$ cat src/hw/rtl/pvdc_pkg.sv
// shared types, constants and codes for the pressure valve dead-zone controller
`timescale 1ns / 1ps

package pvdc_pkg;

  // stream packing
  localparam int IN_DATA_W  = 40;
  localparam int IN_USER_W  = 2;
  localparam int OUT_DATA_W = 48;
  localparam int OUT_USER_W = 1;

  // configuration port
  localparam int CFG_IDX_W  = 3;
  localparam int CFG_DATA_W = 18;

  localparam logic [CFG_IDX_W-1:0] CFG_DEAD_ZONE    = 3'd0;
  localparam logic [CFG_IDX_W-1:0] CFG_INFLATE_SPAN = 3'd1;
  localparam logic [CFG_IDX_W-1:0] CFG_DEFLATE_SPAN = 3'd2;
  localparam logic [CFG_IDX_W-1:0] CFG_OPEN_MIN_POS = 3'd3;
  localparam logic [CFG_IDX_W-1:0] CFG_OPEN_MAX_POS = 3'd4;
  localparam logic [CFG_IDX_W-1:0] CFG_OPEN_MIN_NEG = 3'd5;
  localparam logic [CFG_IDX_W-1:0] CFG_OPEN_MAX_NEG = 3'd6;

  // pressure limits and band factors
  localparam logic signed [18:0] TARGET_LOW  = -19'sd100000;
  localparam logic signed [18:0] TARGET_HIGH = 19'sd180000;
  localparam int RISE_BAND_FACTOR = 10;
  localparam int HOLD_BAND_FACTOR = 100;
  localparam logic signed [17:0] OPEN_LIMIT = 18'sd32767;

  // serial multiply / divide
  localparam int MD_DIGITS = 16;
  localparam int MD_CNT_W  = 4;
  localparam logic [MD_CNT_W-1:0] MD_CNT_LAST = MD_CNT_W'(MD_DIGITS - 1);

  typedef struct packed {
    logic [15:0] dead_zone;
    logic [17:0] inflate_span;
    logic [17:0] deflate_span;
    logic [14:0] open_min_pos;
    logic [14:0] open_max_pos;
    logic [15:0] open_min_neg;
    logic [15:0] open_max_neg;
  } cfg_t;

  // one linear segment: clamp bounds, end values, hold request
  typedef struct packed {
    logic [19:0] lo;
    logic [19:0] hi;
    logic [15:0] a;
    logic [15:0] b;
    logic        hold;
  } seg_t;

  // operands for the serial unit: q = (x * y) / den
  typedef struct packed {
    logic [18:0] x;
    logic [15:0] y;
    logic [18:0] den;
  } md_req_t;

  typedef enum logic [2:0] {
    ST_IDLE,
    ST_ERR,
    ST_BAND,
    ST_CALC,
    ST_DONE
  } top_state_t;

  typedef enum logic [1:0] {
    SEQ_IDLE,
    SEQ_MUL,
    SEQ_DIV
  } seq_state_t;

endpackage

$ cat src/hw/rtl/pvdc_band.sv
// segment selection from the pressure error, mode and target rate
`timescale 1ns / 1ps

module pvdc_band
  import pvdc_pkg::*;
(
  input  logic [19:0] err,
  input  cfg_t        cfg,
  input  logic        rate_aware,
  input  logic        rising,
  output seg_t        seg
);

  logic signed [24:0] e25;
  logic signed [24:0] dz25;
  logic signed [24:0] dz10_25;
  logic signed [24:0] dz100_25;
  logic signed [19:0] dz20;
  logic signed [19:0] ip20;
  logic signed [19:0] dp20;
  logic [15:0]        min_pos16;
  logic [15:0]        max_pos16;

  always_comb begin
    e25       = {{5{err[19]}}, err};
    dz25      = {9'b0, cfg.dead_zone};
    dz10_25   = 25'(cfg.dead_zone) * 25'(RISE_BAND_FACTOR);
    dz100_25  = 25'(cfg.dead_zone) * 25'(HOLD_BAND_FACTOR);
    dz20      = {4'b0, cfg.dead_zone};
    ip20      = {2'b0, cfg.inflate_span};
    dp20      = {2'b0, cfg.deflate_span};
    min_pos16 = {1'b0, cfg.open_min_pos};
    max_pos16 = {1'b0, cfg.open_max_pos};

    // default: empty segment at zero, gives a closed valve
    seg.lo   = '0;
    seg.hi   = '0;
    seg.a    = '0;
    seg.b    = '0;
    seg.hold = 1'b0;

    priority if (!rate_aware) begin
      priority if (e25 > dz25) begin
        seg.lo = dz20;
        seg.hi = ip20;
        seg.a  = min_pos16;
        seg.b  = max_pos16;
      end else if (e25 < -dz25) begin
        seg.lo = -dp20;
        seg.hi = -dz20;
        seg.a  = cfg.open_min_neg;
        seg.b  = cfg.open_max_neg;
      end else begin
        // inside the dead zone: empty segment at zero
        seg.lo = '0;
        seg.hi = '0;
      end
    end else if (rising) begin
      priority if (e25 > dz25) begin
        seg.lo = dz20;
        seg.hi = ip20;
        seg.a  = min_pos16;
        seg.b  = max_pos16;
      end else if (e25 < -dz10_25) begin
        seg.lo = -dp20;
        seg.hi = -dz20;
        seg.a  = cfg.open_min_neg;
        seg.b  = cfg.open_max_neg;
      end else begin
        seg.lo = -dp20;
        seg.hi = dz20;
        seg.a  = '0;
        seg.b  = min_pos16;
      end
    end else begin
      priority if (e25 < -dz25) begin
        // falling target uses the inflate span on the exhaust side
        seg.lo = -ip20;
        seg.hi = -dz20;
        seg.a  = cfg.open_min_neg;
        seg.b  = cfg.open_max_neg;
      end else if (e25 > dz100_25) begin
        seg.hold = 1'b1;
      end else begin
        seg.lo = -dz20;
        seg.hi = '0;
        seg.a  = cfg.open_max_neg;
        seg.b  = '0;
      end
    end
  end

endmodule

$ cat src/hw/rtl/pvdc_muldiv.sv
// bit-serial shift-add multiply followed by restoring divide
`timescale 1ns / 1ps

module pvdc_muldiv
  import pvdc_pkg::*;
(
  input  logic        clk,
  input  logic        rst_n,
  input  logic        start,
  input  md_req_t     req,
  output logic        done,
  output logic [15:0] quo
);

  seq_state_t          seq_r, seq_nxt;
  logic [MD_CNT_W-1:0] cnt_r, cnt_nxt;
  logic                done_r, done_nxt;
  logic [18:0]         hi_r, hi_nxt;
  logic [15:0]         lo_r, lo_nxt;
  logic [18:0]         x_r, x_nxt;
  logic [18:0]         den_r, den_nxt;

  logic [19:0]         sum;
  logic [20:0]         trial;

  always_ff @(posedge clk) begin
    if (!rst_n) begin
      seq_r  <= SEQ_IDLE;
      cnt_r  <= '0;
      done_r <= 1'b0;
    end else begin
      seq_r  <= seq_nxt;
      cnt_r  <= cnt_nxt;
      done_r <= done_nxt;
    end
  end

  always_ff @(posedge clk) begin
    hi_r  <= hi_nxt;
    lo_r  <= lo_nxt;
    x_r   <= x_nxt;
    den_r <= den_nxt;
  end

  always_comb begin
    seq_nxt  = seq_r;
    cnt_nxt  = cnt_r;
    done_nxt = 1'b0;
    hi_nxt   = hi_r;
    lo_nxt   = lo_r;
    x_nxt    = x_r;
    den_nxt  = den_r;

    // multiply digit: add x when the low bit is set, shift right
    sum   = {1'b0, hi_r} + (lo_r[0] ? {1'b0, x_r} : 20'd0);
    // divide digit: shift in the next numerator bit, try a subtract
    trial = {1'b0, hi_r, lo_r[15]} - {2'b0, den_r};

    unique case (seq_r)
      SEQ_IDLE: begin
        if (start) begin
          hi_nxt  = '0;
          lo_nxt  = req.y;
          x_nxt   = req.x;
          den_nxt = req.den;
          cnt_nxt = '0;
          seq_nxt = SEQ_MUL;
        end
      end
      SEQ_MUL: begin
        hi_nxt  = sum[19:1];
        lo_nxt  = {sum[0], lo_r[15:1]};
        cnt_nxt = cnt_r + 1'b1;
        if (cnt_r == MD_CNT_LAST) begin
          cnt_nxt = '0;
          seq_nxt = SEQ_DIV;
        end
      end
      SEQ_DIV: begin
        // high part is below den here, so the quotient fits the low part
        hi_nxt  = trial[20] ? {hi_r[17:0], lo_r[15]} : trial[18:0];
        lo_nxt  = {lo_r[14:0], !trial[20]};
        cnt_nxt = cnt_r + 1'b1;
        if (cnt_r == MD_CNT_LAST) begin
          cnt_nxt  = '0;
          done_nxt = 1'b1;
          seq_nxt  = SEQ_IDLE;
        end
      end
      default: seq_nxt = SEQ_IDLE;
    endcase
  end

  assign done = done_r;
  assign quo  = lo_r;

  a_start_idle: assert property (@(posedge clk) disable iff (!rst_n)
    start |-> seq_r == SEQ_IDLE)
    else $error("serial unit started while busy");

  a_start_mul: assert property (@(posedge clk) disable iff (!rst_n)
    start |=> seq_r == SEQ_MUL && cnt_r == '0)
    else $error("serial unit did not enter multiply");

  a_done_pulse: assert property (@(posedge clk) disable iff (!rst_n)
    done_r |=> !done_r && seq_r == SEQ_IDLE)
    else $error("done not a single pulse");

endmodule

$ cat src/hw/rtl/pressure_valve_deadzone_controller.sv
// top level of the pressure valve dead-zone controller
// a sloped segment runs ST_IDLE, ST_ERR, ST_BAND, ST_CALC and ST_DONE; a held opening,
//   a closed valve or an empty segment skips ST_CALC
// one request at a time, taken in ST_IDLE only; ST_CALC waits on the 16-step
//   shift-add multiply and 16-step restoring divide in pvdc_muldiv
// reset (rst_n low, synchronous): control and configuration registers take their
//   defaults, last opening 0, inflating mode 1, both channels empty
`timescale 1ns / 1ps

module pressure_valve_deadzone_controller
  import pvdc_pkg::*;
(
  input  logic                  clk,
  input  logic                  rst_n,

  input  logic                  in_tvalid,
  output logic                  in_tready,
  // target_pressure[18:0], measured_pressure[37:19], zero pad [39:38]
  input  logic [IN_DATA_W-1:0]  in_tdata,
  // command[0], target_rising[1]
  input  logic [IN_USER_W-1:0]  in_tuser,

  output logic                  out_tvalid,
  input  logic                  out_tready,
  // valve_opening[15:0], inflate_duty[30:16], exhaust_duty[45:31], zero pad [47:46]
  output logic [OUT_DATA_W-1:0] out_tdata,
  // inflating[0]
  output logic [OUT_USER_W-1:0] out_tuser,

  input  logic                  cfg_valid,
  output logic                  cfg_ready,
  input  logic [CFG_IDX_W-1:0]  cfg_index,
  input  logic [CFG_DATA_W-1:0] cfg_data
);

  // control state
  top_state_t              state_r, state_nxt;
  cfg_t                    cfg_r, cfg_nxt;
  logic                    mode_r, mode_nxt;
  logic [15:0]             last_r, last_nxt;
  logic                    out_valid_r, out_valid_nxt;

  // request and working payload
  logic                    cmd_r, cmd_nxt;
  logic                    rise_r, rise_nxt;
  logic [18:0]             tgt_r, tgt_nxt;
  logic [18:0]             meas_r, meas_nxt;
  logic [19:0]             err_r, err_nxt;
  logic [15:0]             a_r, a_nxt;
  logic                    neg_r, neg_nxt;
  logic [17:0]             res_r, res_nxt;
  logic [OUT_DATA_W-1:0]   out_data_r, out_data_nxt;
  logic [OUT_USER_W-1:0]   out_user_r, out_user_nxt;

  // datapath helpers
  seg_t                    seg;
  md_req_t                 md_req;
  logic                    md_start;
  logic                    md_done;
  logic [15:0]             md_quo;

  logic signed [18:0]      tgt_s;
  logic signed [18:0]      tgt_c;
  logic signed [20:0]      lo21;
  logic signed [20:0]      hi21;
  logic signed [20:0]      span21;
  logic signed [19:0]      e_s;
  logic signed [19:0]      e_c;
  logic signed [20:0]      off21;
  logic signed [16:0]      dba17;
  logic [16:0]             mag17;
  logic signed [17:0]      res_s;
  logic signed [15:0]      op;
  logic signed [15:0]      op_neg;
  logic                    in_acc;
  logic                    out_free;

  pvdc_band u_band (
    .err        (err_r),
    .cfg        (cfg_r),
    .rate_aware (cmd_r),
    .rising     (rise_r),
    .seg        (seg)
  );

  pvdc_muldiv u_muldiv (
    .clk   (clk),
    .rst_n (rst_n),
    .start (md_start),
    .req   (md_req),
    .done  (md_done),
    .quo   (md_quo)
  );

  always_ff @(posedge clk) begin
    if (!rst_n) begin
      state_r            <= ST_IDLE;
      cfg_r.dead_zone    <= 16'd2000;
      cfg_r.inflate_span <= 18'd20000;
      cfg_r.deflate_span <= 18'd20000;
      cfg_r.open_min_pos <= 15'd5898;
      cfg_r.open_max_pos <= 15'd7537;
      cfg_r.open_min_neg <= 16'hdccd;   // -9011
      cfg_r.open_max_neg <= 16'hdeb8;   // -8520
      mode_r             <= 1'b1;
      last_r             <= '0;
      out_valid_r        <= 1'b0;
    end else begin
      state_r     <= state_nxt;
      cfg_r       <= cfg_nxt;
      mode_r      <= mode_nxt;
      last_r      <= last_nxt;
      out_valid_r <= out_valid_nxt;
    end
  end

  always_ff @(posedge clk) begin
    cmd_r      <= cmd_nxt;
    rise_r     <= rise_nxt;
    tgt_r      <= tgt_nxt;
    meas_r     <= meas_nxt;
    err_r      <= err_nxt;
    a_r        <= a_nxt;
    neg_r      <= neg_nxt;
    res_r      <= res_nxt;
    out_data_r <= out_data_nxt;
    out_user_r <= out_user_nxt;
  end

  // configuration writes, always ready
  always_comb begin
    cfg_nxt = cfg_r;
    if (cfg_valid) begin
      unique case (cfg_index)
        CFG_DEAD_ZONE:    cfg_nxt.dead_zone    = cfg_data[15:0];
        CFG_INFLATE_SPAN: cfg_nxt.inflate_span = cfg_data[17:0];
        CFG_DEFLATE_SPAN: cfg_nxt.deflate_span = cfg_data[17:0];
        CFG_OPEN_MIN_POS: cfg_nxt.open_min_pos = cfg_data[14:0];
        CFG_OPEN_MAX_POS: cfg_nxt.open_max_pos = cfg_data[14:0];
        CFG_OPEN_MIN_NEG: cfg_nxt.open_min_neg = cfg_data[15:0];
        CFG_OPEN_MAX_NEG: cfg_nxt.open_max_neg = cfg_data[15:0];
        default:          cfg_nxt = cfg_r;   // unmapped index, dropped
      endcase
    end
  end

  always_comb begin
    state_nxt     = state_r;
    mode_nxt      = mode_r;
    last_nxt      = last_r;
    cmd_nxt       = cmd_r;
    rise_nxt      = rise_r;
    tgt_nxt       = tgt_r;
    meas_nxt      = meas_r;
    err_nxt       = err_r;
    a_nxt         = a_r;
    neg_nxt       = neg_r;
    res_nxt       = res_r;
    out_data_nxt  = out_data_r;
    out_user_nxt  = out_user_r;
    md_start      = 1'b0;

    in_acc   = in_tvalid && (state_r == ST_IDLE);
    out_free = !out_valid_r || out_tready;
    out_valid_nxt = out_valid_r && !out_tready;

    // clamp the target, then error = target - measured
    tgt_s = tgt_r;
    if (tgt_s < TARGET_LOW) begin
      tgt_c = TARGET_LOW;
    end else if (tgt_s > TARGET_HIGH) begin
      tgt_c = TARGET_HIGH;
    end else begin
      tgt_c = tgt_s;
    end

    // segment setup: span, clamped offset, end-value difference
    lo21   = {seg.lo[19], seg.lo};
    hi21   = {seg.hi[19], seg.hi};
    span21 = hi21 - lo21;
    e_s    = err_r;
    if (e_s < $signed(seg.lo)) begin
      e_c = seg.lo;
    end else if (e_s > $signed(seg.hi)) begin
      e_c = seg.hi;
    end else begin
      e_c = e_s;
    end
    off21 = {e_c[19], e_c} - lo21;
    dba17 = {seg.b[15], seg.b} - {seg.a[15], seg.a};
    mag17 = dba17[16] ? 17'(-dba17) : 17'(dba17);

    md_req.x   = off21[18:0];
    md_req.y   = mag17[15:0];
    md_req.den = span21[18:0];

    // saturate the opening
    res_s = res_r;
    if (res_s > OPEN_LIMIT) begin
      op = 16'(OPEN_LIMIT);
    end else if (res_s < -OPEN_LIMIT) begin
      op = 16'(-OPEN_LIMIT);
    end else begin
      op = res_s[15:0];
    end
    op_neg = -op;

    unique case (state_r)
      ST_IDLE: begin
        if (in_acc) begin
          cmd_nxt   = in_tuser[0];
          rise_nxt  = in_tuser[1];
          tgt_nxt   = in_tdata[18:0];
          meas_nxt  = in_tdata[37:19];
          state_nxt = ST_ERR;
        end
      end
      ST_ERR: begin
        err_nxt   = 20'({tgt_c[18], tgt_c} - {meas_r[18], meas_r});
        state_nxt = ST_BAND;
      end
      ST_BAND: begin
        priority if (seg.hold) begin
          res_nxt   = {{2{last_r[15]}}, last_r};
          state_nxt = ST_DONE;
        end else if (span21 <= 21'sd0) begin
          // empty segment gives its start value
          res_nxt   = {{2{seg.a[15]}}, seg.a};
          state_nxt = ST_DONE;
        end else begin
          a_nxt     = seg.a;
          neg_nxt   = dba17[16];
          md_start  = 1'b1;
          state_nxt = ST_CALC;
        end
      end
      ST_CALC: begin
        if (md_done) begin
          // quotient magnitude with the sign of b - a, so rounding is toward zero
          res_nxt = neg_r ? 18'({{2{a_r[15]}}, a_r} - {2'b0, md_quo})
                          : 18'({{2{a_r[15]}}, a_r} + {2'b0, md_quo});
          state_nxt = ST_DONE;
        end
      end
      ST_DONE: begin
        if (out_free) begin
          if (cmd_r) begin
            mode_nxt = rise_r;
          end
          last_nxt      = op;
          out_valid_nxt = 1'b1;
          out_data_nxt  = {2'b0,
                           (op < 0) ? op_neg[14:0] : 15'd0,
                           (op > 0) ? op[14:0] : 15'd0,
                           op};
          out_user_nxt  = cmd_r ? rise_r : mode_r;
          state_nxt     = ST_IDLE;
        end
      end
      default: state_nxt = ST_IDLE;
    endcase
  end

  assign in_tready  = (state_r == ST_IDLE);
  assign out_tvalid = out_valid_r;
  assign out_tdata  = out_data_r;
  assign out_tuser  = out_user_r;
  assign cfg_ready  = 1'b1;

  a_one_at_a_time: assert property (@(posedge clk) disable iff (!rst_n)
    in_tvalid && in_tready |=> !in_tready)
    else $error("second request taken while one is in flight");

  a_duty_exclusive: assert property (@(posedge clk) disable iff (!rst_n)
    out_tvalid |-> !(out_tdata[30:16] != 15'd0 && out_tdata[45:31] != 15'd0))
    else $error("inflate and exhaust duty both active");

  a_opening_saturated: assert property (@(posedge clk) disable iff (!rst_n)
    out_tvalid |-> out_tdata[15:0] != 16'h8000)
    else $error("opening outside saturation range");

endmodule

$ cat config.mk
export PLATFORM = sky130hd
export DESIGN_NAME = pressure_valve_deadzone_controller
export DESIGN_NICKNAME = d
export VERILOG_FILES = /design/src/hw/rtl/pvdc_pkg.sv /design/src/hw/rtl/pvdc_band.sv /design/src/hw/rtl/pvdc_muldiv.sv /design/src/hw/rtl/pressure_valve_deadzone_controller.sv
export SDC_FILE = /design/constraint.sdc
export NUM_CORES = 2
export LEC_CHECK = 0
export BUFFER_PORTS_ARGS = -buffer_cell sky130_fd_sc_hd__buf_2
export CAP_MARGIN = 20
export CORE_UTILIZATION = 34
export DETAILED_ROUTE_END_ITERATION = 6
export GPL_TIMING_DRIVEN = 0
export SETUP_SLACK_MARGIN = 0.05
export SLEW_MARGIN = 20
export SYNTH_ARGS = -nofsm -noshare
export SYNTH_HDL_FRONTEND = slang
export SYNTH_HIERARCHICAL = 1
export SYNTH_SLANG_ARGS = --single-unit
$ cat constraint.sdc
create_clock -name clk -period 12.3 [get_ports clk]
set_input_delay 2.46 -clock clk [delete_from_list [all_inputs] [get_ports clk]]
set_output_delay 2.46 -clock clk [all_outputs]
set_load 0.02 [all_outputs]
==> flow_summary.yaml <==
synthesis:
  synthCells: 3477
  yosys_warnings: 6
  synth_edf_count: 215
  synth_xor_area_share_pct: 6.19
  synth_top_family_by_area: "compound AO/OA/AOI/OAI gates"
  syn_avg_cell_area_sq_um: 8.55
  synth-simple-area-share_pct: 18.1
  ys_seq_area_share_pct: 31.3
  synthFlopType: "edfxtp_1"
  synth_cell_type_count: 92
  syn-cell-area_sq_mm: 0.0297
  ys_async_sr_fraction_pct: 0
  synthAdderAreaFrac_pct: 16.2
  synth_mux_area_share_pct: 2.05
  synth_compound_area_share_pct: 20.7
  synth-seq-cells: 357
floorplan:
  pin_count: 120
  die_h_um: 298
  rows: 108
  coreArea_sq_mm: 0.0866
  die_area_sq_mm: 0.0886
  initial_utilization_pct: 34.3
  die_width_um: 298
placement:
  place_congestion: 0.971
  portBuffers: 114
  dp_hpwl_um: 73000
  place_inst: 4756
timing:
  tightestPinTransition_ns: 1.09
  finalMaxSlewViolations: 0
  max_freq_ghz: 0.0854
  fin_skew_ns: 0.0179
  rsz0062_at_grt: "yes"
  relSlewSlack_pct: 26.5
  period_share_pct: 95.2
  min_period_ns: 11.71
  hold_viol_final: 0
  setup_violations: 0
grt:
  grt_use_total_pct: 20.5
  grt_max_degree: 57
  grt_pass1_vias: 25000
  grt_pass1_wl_um: 144000
  antenna_found_initial: 0
  overflow: 0
pwr:
  clkPwrFrac_pct: 13.0
  p_sw_mw: 4.74
  p_leak_nw: 14.2
  comb_power_share_pct: 65.3
  power_frac_seq_pct: 21.8
  cellPowerDensity_mw_per_mm2: 297
  internal-power_mw: 5.15
  switching_share_pct: 47.9
  irDropWorstVdd_uv: 154
drt:
  firstDrtPassIters: 6
  antenna_left: 0
  drt_iter0_markers: 1831
  wl_per_cell_um: 19.2
  vias_per_cell: 5.44
  via_count: 26300
  drc: 0
  drt-total-wl_um: 92700
finish:
  diodes: 0
  drive_above_1_share_pct: 7.50
  area_growth_pct: 12.1
  fin_cells: 4834
  final_util_pct: 38.5
  final_net_count: 4087
clock_tree:
  cts_root_buf: "clkbuf_16"
  postCtsSetupRepairBufs: 0
  cts_tree: "yes"
  clkSinkCount: 357
  ctsHtreeMaxLevel: 2
  cts-buffers-inserted: 43
  clockBufferDepth: 3
  insertion_delay_ns: 0.60
  path_clk_slew_ns: 0.06
setup_path:
  worst-r2r-cell-count: 35
  cp.arrival_ns: 11.97
  ff2ff_setup_slack_ns: 0.59
  r2r-start: "cfg_r[100]$_SDFFE_PN0P_"
  startpoint_type: "flip-flop"
  critPathCaptureType: "flip-flop"
  path_class: "flip-flop to flip-flop"
  cp.required_ns: 12.55
  critPathSlowestCell: "a222oi_1"
  cp_max_fo: 35
  r2r_end: "u_muldiv/hi_r[3]$_DFFE_PP_"
  critical_path.max_stage_delay_ns: 0.87
worst_hold_path:
  hold_path_depth: 2
  hold_path.class: "flip-flop to flip-flop"
  min_to: "cfg_r[17]$_SDFFE_PN0P_"
  min_from: "cfg_r[17]$_SDFFE_PN0P_"
flow_run:
  maxCapViolCount: 0
status:
  status: "complete, no violations"
[power by group through the flow]
| stage | clock (mW) | sequential, mW | combinational, mW |
|---|---|---|---|
| after floorplan | 0 | 2.05 | 4.79 |
| after global placement | 0 | 2.19 | 6.25 |
| after detailed placement | 0 | 2.17 | 6.35 |
| after CTS | 1.31 | 2.15 | 6.39 |
| after global routing | 1.36 | 2.18 | 7.19 |
| final | 1.28 | 2.15 | 6.46 |
[metal layers]
layer	part of all wire [%]	GRT usage [%]	vias to the layer above
met2	46	33.2	763
met5	0	0	-
met3	5.4	2.57	166
met4	3.4	7.47	0
li1	-	-	12900
met1	46	27.8	12500
[layout make-up]
class / instances / area (sq um)
plain buffers: 136 / 598
clock buffers: 58 / 1170
clock inverters: 20 / 243
fillers: 8833 / 53300
inverters: 277 / 1040
multi-input cells: 2708 / 18800
flip-flops and latches: 357 / 9310
well taps: 1155 / 1450
repair buffers: 123 / 662
[synthesized netlist by cell type, drive strengths merged (11+ instances only)]
cell type	instances	area share (%)
nand2	430	5.4
ha	354	15
inv	277	3.5
a21oi	222	3.7
nor2	216	2.7
edfxtp	215	22
o21ai	181	3.0
dfxtp	142	9.6
xnor2	128	3.8
nand3	113	1.9
clkbuf	111	1.4
a21boi	83	2.1
xor2	82	2.4
nor3	78	1.3
a21o	70	1.8
a22oi	55	1.4
and2	53	1.1
mux2i	53	1.8
o21a	36	0.91
a31oi	35	0.76
nor2b	34	0.72
nand2b	32	0.67
or3	32	0.68
nand4	31	0.65
o211ai	26	0.67
buf	25	0.57
a211o	23	0.68
o31ai	22	0.57
and3	21	0.44
o211a	20	0.67
or2	20	0.42
or4	20	0.52
fa	19	1.3
nor4	19	0.40
a211oi	18	0.49
o22ai	16	0.34
o21bai	15	0.38
a2111oi	11	0.32
o221ai	11	0.32
[worst max path at each step]
stage	start	to
after floorplan	cfg_r[101]$_SDFFE_PN0P_	u_muldiv/x_r[18]$_DFFE_PP_
after global placement	cfg_r[100]$_SDFFE_PN0P_	u_muldiv/hi_r[0]$_DFFE_PP_
after detailed placement	cfg_r[99]$_SDFFE_PN0P_	u_muldiv/x_r[18]$_DFFE_PP_
after CTS	cfg_r[100]$_SDFFE_PN0P_	u_muldiv/hi_r[3]$_DFFE_PP_
after global routing	cfg_r[99]$_SDFFE_PN0P_	u_muldiv/x_r[17]$_DFFE_PP_
final	cfg_r[100]$_SDFFE_PN0P_	u_muldiv/hi_r[3]$_DFFE_PP_
[stage by stage]
| stage | setup WS (ns) | total power [mW] | TNS (ns) | cell area (sq um) | hold WS [ns] |
|---|---|---|---|---|---|
| floorplan | 2.38 | 6.84 | 0 | 29700 | 0.437 |
| global placement | -0.640 | 8.44 | -38.81 | 31700 | 0.452 |
| detailed placement | -0.496 | 8.52 | -8.13 | 31800 | 0.455 |
| CTS | 0.0677 | 9.85 | 0 | 33300 | 0.469 |
| global route | -0.00742 | 10.7 | -0.00742 | 33300 | 0.490 |
| finish | 0.588 | 9.89 | 0 | 33300 | 0.467 |
[registers in the layout (all words and copies together) (netlist names), 18 cells and up]
| register | cells |
|---|---|
| u_muldiv/hi_r | 19 |
| meas_r | 19 |
| res_r | 18 |
| cfg_r | 114 |
| u_muldiv/x_r | 19 |
| e_s | 20 |
| out_tdata | 46 |
| tgt_r | 19 |
| u_muldiv/den_r | 19 |
[cells in the final DEF, fill, tap and decap left out, drive strengths merged, types with 128 or more instances in the layout]
master  Yosys  layout
xnor2     128     128
a21oi     222     222
buf        25     149
o21ai     181     181
inv       277     278
nor2      216     216
dfxtp     142     142
edfxtp    215     215
nand2     430     430
clkbuf    111     168
ha        354     354
[critical path: cells and delay by family (launching register included)]
family	cells	cell delay [ns]
AO/OA/AOI/OAI	9	2.99
adder cells (fa/ha/maj)	3	0.69
buffers and inverters	7	2.09
flip-flops	1	0.44
multiplexers	1	0.31
AND/OR/NAND/NOR	15	4.79
[cell families (layout without fill, tap and decap cells)]
logic type	after synthesis	count (layout)
compound gates	924	924
other cells	2	3
flops	357	357
buf+inv	413	614
simple gates	1138	1138
fa+ha+maj	373	373
xor+xnor	210	210
mux	60	60
[timing repair]
item | CTS | global route
hold buffers | 0 | 0
resized for setup | 6 | 23
setup endpoints to repair | 43 | 49
cloned | 0 | 0
Power figures use the tool's default switching activity.
